**config.mk**
```make
export PLATFORM = sky130hd
export DESIGN_NAME = jetp_front
export DESIGN_NICKNAME = d
export VERILOG_FILES = /design/src/jetp_pkg.sv /design/src/jetp_front.sv
export SDC_FILE = /design/constraint.sdc
export NUM_CORES = 2
export LEC_CHECK = 0
export BUFFER_PORTS_ARGS = -buffer_cell sky130_fd_sc_hd__buf_2
export CORE_UTILIZATION = 26
export DETAILED_ROUTE_END_ITERATION = 10
export PLACE_DENSITY_LB_ADDON = 0.1
export SLEW_MARGIN = 20
export SYNTH_ARGS = -nofsm -noshare
export SYNTH_HDL_FRONTEND = slang
export SYNTH_SLANG_ARGS = --single-unit
```
**constraint.sdc**
```tcl
create_clock -name clk -period 9.75 [get_ports clk]
set_clock_uncertainty 0.1 [all_clocks]
set_input_delay 2.4375 -clock clk [delete_from_list [all_inputs] [get_ports clk]]
set_output_delay 2.4375 -clock clk [all_outputs]
set_load 0.01 [all_outputs]
```
**src/jetp_pkg.sv**
```systemverilog
`timescale 1ns / 1ps
// shared types, constants and helpers for the julia escape-time pixel block
// no dependencies; imported by every module of the block
package jetp_pkg;

  localparam int ROWS_DEF    = 2048;
  localparam int COLUMNS_DEF = 2048;

  localparam int Q_W       = 32;
  localparam int COORD_W   = 11;
  localparam int LIMIT_W   = 9;
  localparam int COLOR_W   = 8;
  localparam int CFG_IDX_W = 3;
  localparam int SAT_W     = 48;
  localparam int PROD_W    = 64;

  localparam int QUEUE_DEPTH = 2;

  localparam logic [LIMIT_W-1:0] MAX_ITER  = 9'd256;
  localparam logic [Q_W-1:0]     FOUR_Q24  = 32'h0400_0000;
  localparam longint             ONE_Q24   = 64'sd16777216;

  localparam logic signed [Q_W-1:0] C_REAL_RST   = -32'sd6710886;
  localparam logic signed [Q_W-1:0] C_IMAG_RST   = 32'sd10066330;
  localparam logic signed [Q_W-1:0] X_ORIGIN_RST = -32'sd8388608;
  localparam logic signed [Q_W-1:0] Y_ORIGIN_RST = -32'sd8388608;

  localparam logic signed [SAT_W-1:0] SAT_HI = 48'sh0000_7FFF_FFFF;
  localparam logic signed [SAT_W-1:0] SAT_LO = -48'sh0000_8000_0000;

  typedef enum logic [CFG_IDX_W-1:0] {
    CFG_C_REAL     = 3'd0,
    CFG_C_IMAG     = 3'd1,
    CFG_X_ORIGIN   = 3'd2,
    CFG_Y_ORIGIN   = 3'd3,
    CFG_X_STEP     = 3'd4,
    CFG_Y_STEP     = 3'd5,
    CFG_ITER_LIMIT = 3'd6
  } cfg_idx_t;

  typedef enum logic [1:0] {
    ST_IDLE,
    ST_MUL,
    ST_UPD
  } core_state_t;

  typedef struct packed {
    logic signed [Q_W-1:0] c_real;
    logic signed [Q_W-1:0] c_imag;
    logic signed [Q_W-1:0] x_origin;
    logic signed [Q_W-1:0] y_origin;
    logic signed [Q_W-1:0] x_step;
    logic signed [Q_W-1:0] y_step;
    logic [LIMIT_W-1:0]    iter_limit;
  } cfg_t;

  typedef struct packed {
    logic signed [Q_W-1:0] zr;
    logic signed [Q_W-1:0] zi;
  } start_pt_t;

  typedef struct packed {
    logic      valid;
    start_pt_t pt;
  } queue_head_t;

  function automatic logic signed [Q_W-1:0] sat32(input logic signed [SAT_W-1:0] v);
    logic signed [Q_W-1:0] r;
    if (v > SAT_HI) begin
      r = SAT_HI[Q_W-1:0];
    end else if (v < SAT_LO) begin
      r = SAT_LO[Q_W-1:0];
    end else begin
      r = v[Q_W-1:0];
    end
    return r;
  endfunction

endpackage

```
**src/jetp_front.sv**
```systemverilog
`timescale 1ns / 1ps
// front end: takes pixel transactions and computes the saturated start point
// depends on jetp_pkg
module jetp_front
  import jetp_pkg::*;
(
  input  logic                clk,
  input  logic                rst_n,
  input  logic                start,
  input  logic [COORD_W-1:0]  pixel_row,
  input  logic [COORD_W-1:0]  pixel_column,
  input  cfg_t                cfg,
  input  logic                queue_full,
  output logic                busy,
  output logic                push,
  output start_pt_t           push_pt
);

  localparam int MUL_W = COORD_W + 1 + Q_W;

  logic                     s1_valid_r, s1_valid_nxt;
  logic signed [MUL_W-1:0]  prod_x_r, prod_x_nxt;
  logic signed [MUL_W-1:0]  prod_y_r, prod_y_nxt;
  logic                     accept;

  assign busy   = s1_valid_r || queue_full;
  assign accept = start && !busy;
  assign push   = s1_valid_r && !queue_full;

  always_comb begin
    prod_x_nxt = $signed({1'b0, pixel_column}) * $signed(cfg.x_step);
    prod_y_nxt = $signed({1'b0, pixel_row}) * $signed(cfg.y_step);
    s1_valid_nxt = s1_valid_r;
    if (accept) begin
      s1_valid_nxt = 1'b1;
    end else if (push) begin
      s1_valid_nxt = 1'b0;
    end
  end

  // origin plus offset, clamped to q8.24
  always_comb begin
    push_pt.zr = sat32(SAT_W'(prod_x_r) + SAT_W'($signed(cfg.x_origin)));
    push_pt.zi = sat32(SAT_W'(prod_y_r) + SAT_W'($signed(cfg.y_origin)));
  end

  always_ff @(posedge clk) begin
    if (!rst_n) begin
      s1_valid_r <= 1'b0;
    end else begin
      s1_valid_r <= s1_valid_nxt;
    end
  end

  always_ff @(posedge clk) begin
    if (accept) begin
      prod_x_r <= prod_x_nxt;
      prod_y_r <= prod_y_nxt;
    end
  end

endmodule

```
==> results.txt <==
Status = finished clean
Synth cell count leaders = inv_1, nand2_1, fa_1
Most Crowded Layer GR = met2
Critical Path AT = 6.55 ns
Final GP Congestion = 0.822
Vias in the first global route = 26200
Hold EP = s1_valid_r$_SDFFE_PN0P_
Mapped Cells = 3760
Number of synthesized register bits = 89
TritonCTS buffer count = 9
Fin crit share = 0.932
Seq/Total Area, Yosys = 0.0825
Placed insts = 5482
Post-synthesis cell type count = 90
H-tree depth = 3
Drc violations = 0
Most used flip-flop cell after synthesis = edfxtp_1
GRT overflow = 0
DR vias/cell = 4.49
Crit path max fanout = 7
Synth warn = 0
Startpoint types = input port
Worst reg2reg startpoint = s1_valid_r$_SDFFE_PN0P_
Required @ worst endpoint = 7.21 ns
Slew headroom = 0.367
Startpoint of the worst hold path = s1_valid_r$_SDFFE_PN0P_
HPWL Detailed = 85900 um
Total GRT Usage = 0.161
Hold Path Depth = 2
Max Cap Violations = 0
Biggest area consumer among synthesized cells = fa_1
Crit-path most repeated cell = buf_2
Reg2reg end = prod_y_r[22]$_DFFE_PP_
Io pins = 293
Final-report setup violation count = 0
CTS Buffer Depth = 2
GRT met1 Usage = 0.245
Setup tns final = 0 ns
Largest net degree at the start of global routing = 52
Post-synthesis cell area = 32300 um^2
Syn_nets = 4875
Area delta synth->final = 9.68%
Die Area = 126000 um^2
Core ar. = 123000 um^2
Share of layout cells above drive strength 1 = 0.0914
RSZ-0062 raised after global routing = false
Synth top area share = 0.379
Mean Syn Cell Area = 8.59 um^2
First-pass GRT wire length = 157000 um
Util after Layout = 0.289
Met3 Track Usage GR = 0.00951
Non-filler cells, final = 5501
CTS clk-pin slew, worst paths = 0.07 ns
Initial antenna violation count = 20
Worst skew pair latency = 0.37 ns
Slowest library cell on the worst path = o31ai_1
Tmin final = 9.08 ns
Worst r2r path cells = 4
R2R Setup Slk = 7.39 ns
First-pass DRT Iterations = 5
Starting density of the core = 0.264
CTS Sinks = 89
Setup CP Type = input port to output pin
Worst Hold Class = flop to flop
Synth area leaders = fa_1, ha_1, inv_1
Filler cell count = 13300
DR vias = 24700
Starting DRT DRC Count = 1010
Die Y-Extent = 354 um
Post-cts repair resize count = 0
Routing usage on met2 = 0.252
Multi-input combinational cell area = 25900 um^2
Die width = 354 um
CTS tree = done
Hold Vio Cnt, Final = 0
Reg area = 2660 um^2
Num rows = 128
Critical path cell sequence = buf_2, ha_1, inv_1, fa_1, nand2b_1, a21oi_1, o2111ai_1, a211oi_1, o31ai_1, o21a_1, nor2_1, a22o_1, nand3b_1, o41a_1, o21ai_0, buf_2
Ys async rst share = 0
Hold Buf Count CTS = 0
DRT antenna net count = 0
Routed length per instance = 18.2 um
IO buf count = 219
Fin nets = 4983
WL final = 100000 um
Number of synthesized flops with an enable pin = 88
Max Clk Rate = 110 MHz
Clock Tree Root = clkbuf_16
Critical path's largest stage delay = 0.71 ns
Most frequent cell after synthesis = inv_1
Post-CTS setup buffers = 0
Worst slew pin tran = 0.950 ns
Crit end category = output pin
Final Slew Violations = 0
## routing by layer
layer | wire, um | vias to the layer above
met3 | 2470 | 72
met4 | 1460 | 8
met1 | 52000 | 12300
li1 | - | 11900
met5 | 40 | -
met2 | 44200 | 389
## per-stage QoR
| stage | setup slack [ns] | area, um^2 | hold WS [ns] |
|---|---|---|---|
| after global placement | 0.611 | 35000 | 0.416 |
| after floorplan | 1.48 | 32300 | 0.385 |
| final | 0.666 | 35400 | 0.429 |
| after CTS | 0.559 | 35400 | 0.434 |
| after global routing | 0.332 | 35400 | 0.456 |
| after detailed placement | 0.599 | 35000 | 0.421 |
## cell families (layout without fill, tap and decap cells)
logic type      count (synthesis)  count (layout)  share of synthesized area
compound gates                580             580                      0.118
xor+xnor                      159             159                     0.0431
fa+ha+maj                     888             888                      0.486
buf+inv                       957            1070                      0.116
flops                          89              89                     0.0825
mux                             3               3                   0.000930
other cells                     0               3                          0
simple gates                 1084            1084                      0.153
## how the worst max path moves through the flow
stage	slack (ns)	endpoint	startpoint
after global placement	0.61	push_pt[27]	cfg[73]
after floorplan	1.48	prod_x_r[42]$_DFFE_PP_	cfg[46]
final	0.67	push_pt[2]	cfg[73]
after detailed placement	0.60	prod_x_r[42]$_DFFE_PP_	pixel_column[5]
after CTS	0.56	push_pt[26]	cfg[73]
after global routing	0.33	push_pt[26]	cfg[73]
## critical path: cells and delay by family
family / cells / cell delay [ns]
buf+inv: 3 / 0.43
compound gates: 8 / 2.88
simple gates: 3 / 0.38
fa+ha+maj: 2 / 0.43
## flip-flops by register name (all words and copies together), names as in the netlist
register,count
s1_valid_r,1
prod_x_r,44
prod_y_r,44
## layout by cell type (no fill, tap or decap), drive strengths merged, types with 7 or more instances in the layout
cell type / instances
o21bai: 17
clkbuf: 9
a21o: 88
nand2b: 21
xor2: 67
nor2b: 13
and2: 187
a21oi: 165
nor4: 7
nor3: 29
a211oi: 14
nand3: 34
o211ai: 19
fa: 612
ha: 276
nor2: 94
edfxtp: 88
inv: 782
o31ai: 7
a31oi: 14
buf: 273
o21ai: 159
xnor2: 92
nand4: 22
nand2: 629
o21a: 23
and3: 19
## final cells by class
cell class,count,area share
Multi-Input combinational cell,2714,0.731
Inverter,781,0.0828
Sequential cell,89,0.0752
Tap cell,1625,0.0574
Timing Repair Buffer,273,0.0428
Clock buffer,9,0.00636
Clock inverter,7,0.00399
Antenna cell,3,0.000212
Power is left out: the tool's default activity adds up to more than one toggle a clock period on the data nets, which glitch-free logic cannot reach.
