### src/jetp_pkg.sv
`timescale 1ns / 1ps
// shared types, constants and helpers for the julia escape-time pixel block
// no dependencies; imported by every module of the block
package jetp_pkg;

  localparam int ROWS_DEF    = 2048;
  localparam int COLUMNS_DEF = 2048;

  localparam int Q_W       = 32;
  localparam int COORD_W   = 11;
  localparam int LIMIT_W   = 9;
  localparam int COLOR_W   = 8;
  localparam int CFG_IDX_W = 3;
  localparam int SAT_W     = 48;
  localparam int PROD_W    = 64;

  localparam int QUEUE_DEPTH = 2;

  localparam logic [LIMIT_W-1:0] MAX_ITER  = 9'd256;
  localparam logic [Q_W-1:0]     FOUR_Q24  = 32'h0400_0000;
  localparam longint             ONE_Q24   = 64'sd16777216;

  localparam logic signed [Q_W-1:0] C_REAL_RST   = -32'sd6710886;
  localparam logic signed [Q_W-1:0] C_IMAG_RST   = 32'sd10066330;
  localparam logic signed [Q_W-1:0] X_ORIGIN_RST = -32'sd8388608;
  localparam logic signed [Q_W-1:0] Y_ORIGIN_RST = -32'sd8388608;

  localparam logic signed [SAT_W-1:0] SAT_HI = 48'sh0000_7FFF_FFFF;
  localparam logic signed [SAT_W-1:0] SAT_LO = -48'sh0000_8000_0000;

  typedef enum logic [CFG_IDX_W-1:0] {
    CFG_C_REAL     = 3'd0,
    CFG_C_IMAG     = 3'd1,
    CFG_X_ORIGIN   = 3'd2,
    CFG_Y_ORIGIN   = 3'd3,
    CFG_X_STEP     = 3'd4,
    CFG_Y_STEP     = 3'd5,
    CFG_ITER_LIMIT = 3'd6
  } cfg_idx_t;

  typedef enum logic [1:0] {
    ST_IDLE,
    ST_MUL,
    ST_UPD
  } core_state_t;

  typedef struct packed {
    logic signed [Q_W-1:0] c_real;
    logic signed [Q_W-1:0] c_imag;
    logic signed [Q_W-1:0] x_origin;
    logic signed [Q_W-1:0] y_origin;
    logic signed [Q_W-1:0] x_step;
    logic signed [Q_W-1:0] y_step;
    logic [LIMIT_W-1:0]    iter_limit;
  } cfg_t;

  typedef struct packed {
    logic signed [Q_W-1:0] zr;
    logic signed [Q_W-1:0] zi;
  } start_pt_t;

  typedef struct packed {
    logic      valid;
    start_pt_t pt;
  } queue_head_t;

  function automatic logic signed [Q_W-1:0] sat32(input logic signed [SAT_W-1:0] v);
    logic signed [Q_W-1:0] r;
    if (v > SAT_HI) begin
      r = SAT_HI[Q_W-1:0];
    end else if (v < SAT_LO) begin
      r = SAT_LO[Q_W-1:0];
    end else begin
      r = v[Q_W-1:0];
    end
    return r;
  endfunction

endpackage

### src/jetp_queue.sv
`timescale 1ns / 1ps
// short start-point queue between front end and iteration core
// depends on jetp_pkg
module jetp_queue
  import jetp_pkg::*;
(
  input  logic        clk,
  input  logic        rst_n,
  input  logic        push,
  input  start_pt_t   push_pt,
  input  logic        pop,
  output logic        full,
  output queue_head_t head
);

  localparam int PTR_W = (QUEUE_DEPTH > 1) ? $clog2(QUEUE_DEPTH) : 1;
  localparam int CNT_W = $clog2(QUEUE_DEPTH + 1);
  localparam logic [PTR_W-1:0] LAST_PTR = PTR_W'(QUEUE_DEPTH - 1);
  localparam logic [CNT_W-1:0] DEPTH_CNT = CNT_W'(QUEUE_DEPTH);

  start_pt_t          mem_r [QUEUE_DEPTH];
  logic [PTR_W-1:0]   wr_ptr_r, wr_ptr_nxt;
  logic [PTR_W-1:0]   rd_ptr_r, rd_ptr_nxt;
  logic [CNT_W-1:0]   count_r, count_nxt;

  assign full       = (count_r == DEPTH_CNT);
  assign head.valid = (count_r != '0);
  assign head.pt    = mem_r[rd_ptr_r];

  always_comb begin
    wr_ptr_nxt = wr_ptr_r;
    rd_ptr_nxt = rd_ptr_r;
    count_nxt  = count_r;
    if (push) begin
      wr_ptr_nxt = (wr_ptr_r == LAST_PTR) ? '0 : wr_ptr_r + 1'b1;
    end
    if (pop) begin
      rd_ptr_nxt = (rd_ptr_r == LAST_PTR) ? '0 : rd_ptr_r + 1'b1;
    end
    if (push && !pop) begin
      count_nxt = count_r + 1'b1;
    end else if (pop && !push) begin
      count_nxt = count_r - 1'b1;
    end
  end

  always_ff @(posedge clk) begin
    if (!rst_n) begin
      wr_ptr_r <= '0;
      rd_ptr_r <= '0;
      count_r  <= '0;
    end else begin
      wr_ptr_r <= wr_ptr_nxt;
      rd_ptr_r <= rd_ptr_nxt;
      count_r  <= count_nxt;
    end
  end

  always_ff @(posedge clk) begin
    if (push) begin
      mem_r[wr_ptr_r] <= push_pt;
    end
  end

  a_no_overflow: assert property (@(posedge clk) disable iff (!rst_n)
    push |-> (count_r != DEPTH_CNT || pop))
    else $error("queue written while full");

  a_no_underflow: assert property (@(posedge clk) disable iff (!rst_n)
    pop |-> (count_r != '0))
    else $error("queue read while empty");

endmodule

### config.mk
export PLATFORM = sky130hd
export DESIGN_NAME = jetp_queue
export DESIGN_NICKNAME = d
export VERILOG_FILES = /design/src/jetp_pkg.sv /design/src/jetp_queue.sv
export SDC_FILE = /design/constraint.sdc
export NUM_CORES = 1
export LEC_CHECK = 0
export BUFFER_PORTS_ARGS = -buffer_cell sky130_fd_sc_hd__buf_4
export CAP_MARGIN = 25
export CORE_UTILIZATION = 27
export CTS_BUF_LIST = sky130_fd_sc_hd__clkbuf_8
export CTS_CLUSTER_DIAMETER = 40
export DETAILED_ROUTE_END_ITERATION = 7
export PLACE_DENSITY = 0.52
export SLEW_MARGIN = 20
export SYNTH_ARGS = -nofsm -noshare
export SYNTH_HDL_FRONTEND = slang
export SYNTH_SLANG_ARGS = --single-unit
### constraint.sdc
create_clock -name clk -period 6.58 [get_ports clk]
set_input_delay 0.329 -clock clk [delete_from_list [all_inputs] [get_ports clk]]
set_output_delay 0.329 -clock clk [all_outputs]
set_load 0.05 [all_outputs]
==> flow_summary.toml, run 1 <==
[status]
status = "complete, no violations"

[critical_path]
cp_data_required_time_ns = 6.25
slowest_stage = "dfxtp_4"
cp_max_fo = 64
crit_path_end_kind = "primary output"
cp.arrival_ns = 2.05
start_kind = "register"
r2r_start = "wr_ptr_r"
r2r_end = "mem_r[0][1]"
max_stage_delay_ns = 0.95
reg2regPathDepth = 2
crit_chain = "mux2_2, buf_4"
worst-path-buf-inv = 1
critPathKind = "reg2out"
worst_path_dominant_cell_family = "flip-flops"
r2r_setup_slack_ns = 4.73

[synthesis]
synth_most_common_cell = "edfxtp_1"
netlist.area_leader.share_pct = 79.1
syn_inst = 221
synthTopCellsByCount = "edfxtp_1 (128), mux2_2 (64), buf_6 (6), dfxtp_1 (5), and2_1 (4)"
ys_types = 17
synth_top_cell_by_area = "edfxtp_1"
synth_edf_count = 128
async_flop_share_pct = 0
syn_avg_cell_area_um2 = 22.0
netlist_top_cells_area = "edfxtp_1 (79%), mux2_2 (15%), dfxtp_1 (2.1%)"
synthesis.nets = 290
synth_area_um2 = 4860
synth-seq-cells = 133
ys_warn_count = 0
synth_ff_type = "edfxtp_1"
seq_area_frac_synth_pct = 81.1

[worst_hold_path]
min_path_cells = 1
worstHoldPathType = "in2reg"
min_to = "mem_r[1][61]"
hold_start = "push_pt[61]"

[sta]
finalSetupViolCount = 0
fmaxAchievable_mhz = 421
rsz0062_at_grt = "false"
finalSetupTns_ns = 0
finalClockSkew_ns = 0.0103
finalMaxSlewViolations = 0
finalCritPeriodShare_pct = 36.1
period_minus_slack_ns = 2.38
worst_slew_pin_slew_ns = 0.918
finalHoldViolCount = 0
slew_headroom_pct = 38.8

[routing]
ant_nets = 0
first_pass_iters = 3
vias_per_cell = 4.03
vias = 2440
routed_wl_um = 8930
detail_route.wl_per_cell_um = 14.8
drc = 0
drt-initial-drc-count = 93

[placement]
gp_congestion = 0.663
portBuffers = 133
hpwl_um = 5440

[cts]
cts_root_buffer = "clkbuf_8"
h-tree-depth = 4
cts_buffer_depth = 2
cts_tree = "built"
postCtsHoldBufs = 0
clock_latency_ns = 0.43
postCtsResizedCells = 0
cts_buffers = 17
clk_pin_slew_ns = 0.08
cts_setup_buffers = 0
cts.sink_count = 133

[layout]
fillers = 1645
final_util_pct = 37.2
drive_above_1_share_pct = 61.8
seqCellArea_um2 = 3950
finish.net_count = 436
areaGrowthSynthToFinish_pct = 33.2
multi_input_area_um2 = 848
num_antenna_cells = 0

[grt]
grt_antenna_before_repair = 0
grt_pass1_vias = 2592
grt_pass1_wl_um = 13400
grt_use_total_pct = 10.1
grt_max_degree = 65
overflow = 0

[floorplan]
io_pins = 134
die_x_um = 136
die_area_um2 = 18500
core_um2 = 17400
die_y_um = 136
row_count = 48
initial_core_util_pct = 27.9

[power]
p_per_area_nw_per_um2 = 310
ir_drop_uv = 132
p_leak_nw = 2.39

[run]
maxCapViolations = 0
[power breakdown]
group	switching [mW]	total (mW)	internal [mW]	leakage (nW)
Combinational	0.214	0.341	0.126	0.950
Sequential	0.0258	1.00	0.977	1.24
Clock	0.328	0.667	0.338	0.193
Total	0.569	2.01	1.44	2.39
[sequential cells by signal, indices dropped and copies added, names as in the netlist, named ones only]
signal,flops
mem_r,128
rd_ptr_r,1
wr_ptr_r,1
count_r,2
[layout by cell type (no fill, tap or decap), drive strengths merged]
cell,synthesis,routed
clkinvlp,0,3
ha,1,1
dfxtp,5,5
o21a,1,1
nor2b,2,2
edfxtp,128,128
and2b,1,1
mux2,64,64
xnor2,1,1
clkbuf,0,17
or3,1,1
inv,1,4
a21boi,1,1
xor2,2,2
bufinv,0,2
o21ai,1,1
buf,7,134
clkinv,0,7
and2,4,4
or2,1,1
[layout make-up]
class	count	share of cell area, %
well taps	225	4.35
repair buffers	134	15.5
clock buffers	17	3.61
clock inverters	15	2.40
inverters	1	0.0580
multi-input cells	80	13.1
flip-flops and latches	133	61.0
[per-stage QoR]
| stage | cells | instance area (µm²) | total power [mW] | hold slack (ns) | setup slack, ns |
|---|---|---|---|---|---|
| after global placement | 573 | 6090 | 1.37 | 0.472 | 4.58 |
| after detailed placement | 573 | 6090 | 1.37 | 0.494 | 4.56 |
| after global routing | 605 | 6480 | 2.09 | 0.0201 | 4.03 |
| after floorplan | 221 | 4860 | 1.25 | 0.428 | 2.91 |
| after CTS | 605 | 6480 | 2.05 | 0.0221 | 4.09 |
| final | 605 | 6480 | 2.01 | 0.0748 | 4.20 |
[kinds of logic after synthesis]
| family | synth area share, % |
|---|---|
| flops | 81.1 |
| mux | 14.8 |
| simple gates | 1.21 |
| buf+inv | 1.62 |
| compound gates | 0.412 |
| xor+xnor | 0.541 |
| fa+ha+maj | 0.257 |
[routing by layer]
metal / global-route usage, % / up-vias / routed length, µm
met2: 16.4 / 85 / 4500
met1: 10.8 / 1187 / 3650
li1: - / 1159 / -
met5: 0 / - / 0
met4: 5.19 / 0 / 120
met3: 4.81 / 9 / 650
[worst max path at each step]
stage / start / endpoint / slack, ns / cells past startpoint
after floorplan: push / mem_r[0][0] / 2.91 / 1
after global placement: push / mem_r[0][57] / 4.58 / 3
after detailed placement: push / mem_r[0][51] / 4.56 / 3
after CTS: register / head[26] / 4.09 / 2
after global routing: register / head[26] / 4.03 / 2
final: register / head[54] / 4.20 / 2
(Power assumes the default switching activity.)
==> run 2: changes to the inputs <==
==> constraint.sdc (replaced) <==
create_clock -name clk -period 2.2 [get_ports clk]
set_input_delay 0.11 -clock clk [delete_from_list [all_inputs] [get_ports clk]]
set_output_delay 0.11 -clock clk [all_outputs]
set_load 0.05 [all_outputs]
==> run 2 against run 1 <==
Net effect:
- combinational power grew to 3.5 times the previous value
- power grew to 3.0 times the previous value
- via count grew 12%
- non-clock buffer count grew 72
- sequential cell count is the same
- die area is the same
- clock skew shrank 0.0038 ns
- routed wire length grew 8.0%
==> flow_summary.toml, run 2 (synthesis gave the netlist of run 1 again) <==
[layout]
largest_register_ffs = 128
seqCellArea_um2 = 3950
layout_commonest_cell = "buf_4"
fillers = 1607
drive_above_1_share_pct = 52.4
largest_register = "mem_r"
largestRegisters = "mem_r x128, count_r x2"
areaGrowthSynthToFinish_pct = 47.8
finish.net_count = 508
multi_input_area_um2 = 848
most-common-layout-cells = "buf_4 (136), edfxtp_1 (128), dlygate4sd3_1 (68), mux2_2 (64), clkbuf_8 (20)"
num_antenna_cells = 0

[worst_hold_path]
hold_start = "push_pt[51]"
worstHoldPathType = "in2reg"
min_path_cells = 2
min_to = "mem_r[1][51]"

[cts]
clock_latency_ns = 0.43
cts_buffers = 17
h-tree-depth = 4
cts_setup_buffers = 0
cts_buffer_depth = 2
postCtsResizedCells = 0
cts_root_buffer = "clkbuf_8"
clk_pin_slew_ns = 0.08
cts.sink_count = 133
cts_tree = "built"

[sta]
finalSetupTns_ns = 0
finalHoldViolCount = 0
holdWs_ns = 0.397
finalMaxSlewViolations = 0
rsz0062_at_grt = "false"
finalSetupViolCount = 0
slew_headroom_pct = 65.4
fmaxAchievable_mhz = 530
finalCritPeriodShare_pct = 85.7
worst_slew_pin_slew_ns = 0.518
finalClockSkew_ns = 0.00648
period_minus_slack_ns = 1.89

[power]
clockPowerShare_pct = 31.1
p_leak_nw = 2.70
ir_drop_uv = 337
p_per_area_nw_per_um2 = 836
seq_power_share_pct = 49.3
p_int_mw = 4.35
p_switching_mw = 1.65
p_sw_share_pct = 27.5
power_frac_comb_pct = 19.6

[routing]
routed_wl_um = 9640
vias = 2743
first_pass_iters = 4
vias_per_cell = 4.05
drt-initial-drc-count = 85
detail_route.wl_per_cell_um = 14.2
ant_nets = 0
drc = 0

[placement]
gp_congestion = 0.655
portBuffers = 133
hpwl_um = 5890

[grt]
grt_use_total_pct = 10.9
grt_antenna_before_repair = 0
grt_pass1_wl_um = 14600
grt_pass1_vias = 2850
overflow = 0
grt_max_degree = 37

[critical_path]
start_kind = "register"
crit_path_end_kind = "primary output"
cp_data_required_time_ns = 2.09
reg2regPathDepth = 2
r2r_setup_slack_ns = 0.70
cp_max_fo = 23
cp.arrival_ns = 1.78
critPathKind = "reg2out"
r2r_end = "mem_r[1][36]"
r2r_start = "wr_ptr_r"

[floorplan]
row_count = 48
die_x_um = 136
initial_core_util_pct = 27.9
die_y_um = 136
core_um2 = 17400
io_pins = 134
die_area_um2 = 18500

[status]
status = "complete, no violations"

[run]
maxCapViolations = 0
-- run 2: cell types whose count changed in the layout (fill, tap and decap cells not counted), moves of 3 or more --
cell	before	now
clkinv_4	3	0
dlygate4sd3_1	0	68
clkinv_2	4	7
clkbuf_8	17	20
inv_6	3	0
-- run 2: layout make-up --
type	count	area share (%)
tap	225	3.92
sequential	133	54.9
timing repair buffer	206	24.2
clock inverter	12	1.22
clock buffer	20	3.83
multi-input combinational	80	11.8
inverter	1	0.0522
-- run 2: power by group through the flow --
stage          Combinational (mW)  Sequential, mW  Clock [mW]
3_5_place_dp                 1.09            3.02           0
6_report                     1.18            2.96        1.87
2_1_floorplan               0.744            3.00           0
3_3_place_gp                 1.09            3.01           0
5_1_grt                      1.24            2.97        2.05
4_1_cts                      1.20            2.96        1.95
-- run 2: worst max-delay path, cell delays in order (launching register included) --
cell and delay [ns]:
dfxtp_4 0.41, buf_4 0.33, mux2_2 0.40, buf_4 0.19
-- run 2: timing repair --
item | CTS | global route
setup endpoints to repair | 0 | 0
hold buffers | 68 | 0
endpoints found under the hold margin | 133 | 0
-- run 2: metal layers --
| metal | part of all wire, % | wire, µm | global-route usage, % |
|---|---|---|---|
| met5 | 0 | 0 | 0 |
| met4 | 2.2 | 212 | 5.56 |
| met3 | 5.9 | 566 | 3.88 |
| met2 | 50 | 4790 | 18.2 |
| met1 | 42 | 4070 | 12.2 |
-- run 2: worst max path at each step --
stage                   end  depth (start not counted)  slack (ns)      from
2_1_floorplan   mem_r[0][0]                          1        0.49  wr_ptr_r
3_3_place_gp   mem_r[1][33]                          2        0.71  wr_ptr_r
3_5_place_dp   mem_r[1][25]                          2        0.67  wr_ptr_r
4_1_cts             head[4]                          3        0.24  register
5_1_grt             head[4]                          3        0.21  register
6_report            head[4]                          3        0.31  register
-- run 2: per-stage QoR --
step           setup slack, ns  utilization (%)  total power, mW  instance area (µm²)  cells
6_report                 0.314             41.3             6.01                 7190    677
4_1_cts                  0.236             41.3             6.11                 7190    677
2_1_floorplan            0.489                -             3.75                 4870    221
3_5_place_dp             0.668             35.3             4.11                 6140    577
3_3_place_gp             0.715             35.3             4.10                 6140    577
5_1_grt                  0.206             41.3             6.26                 7190    677
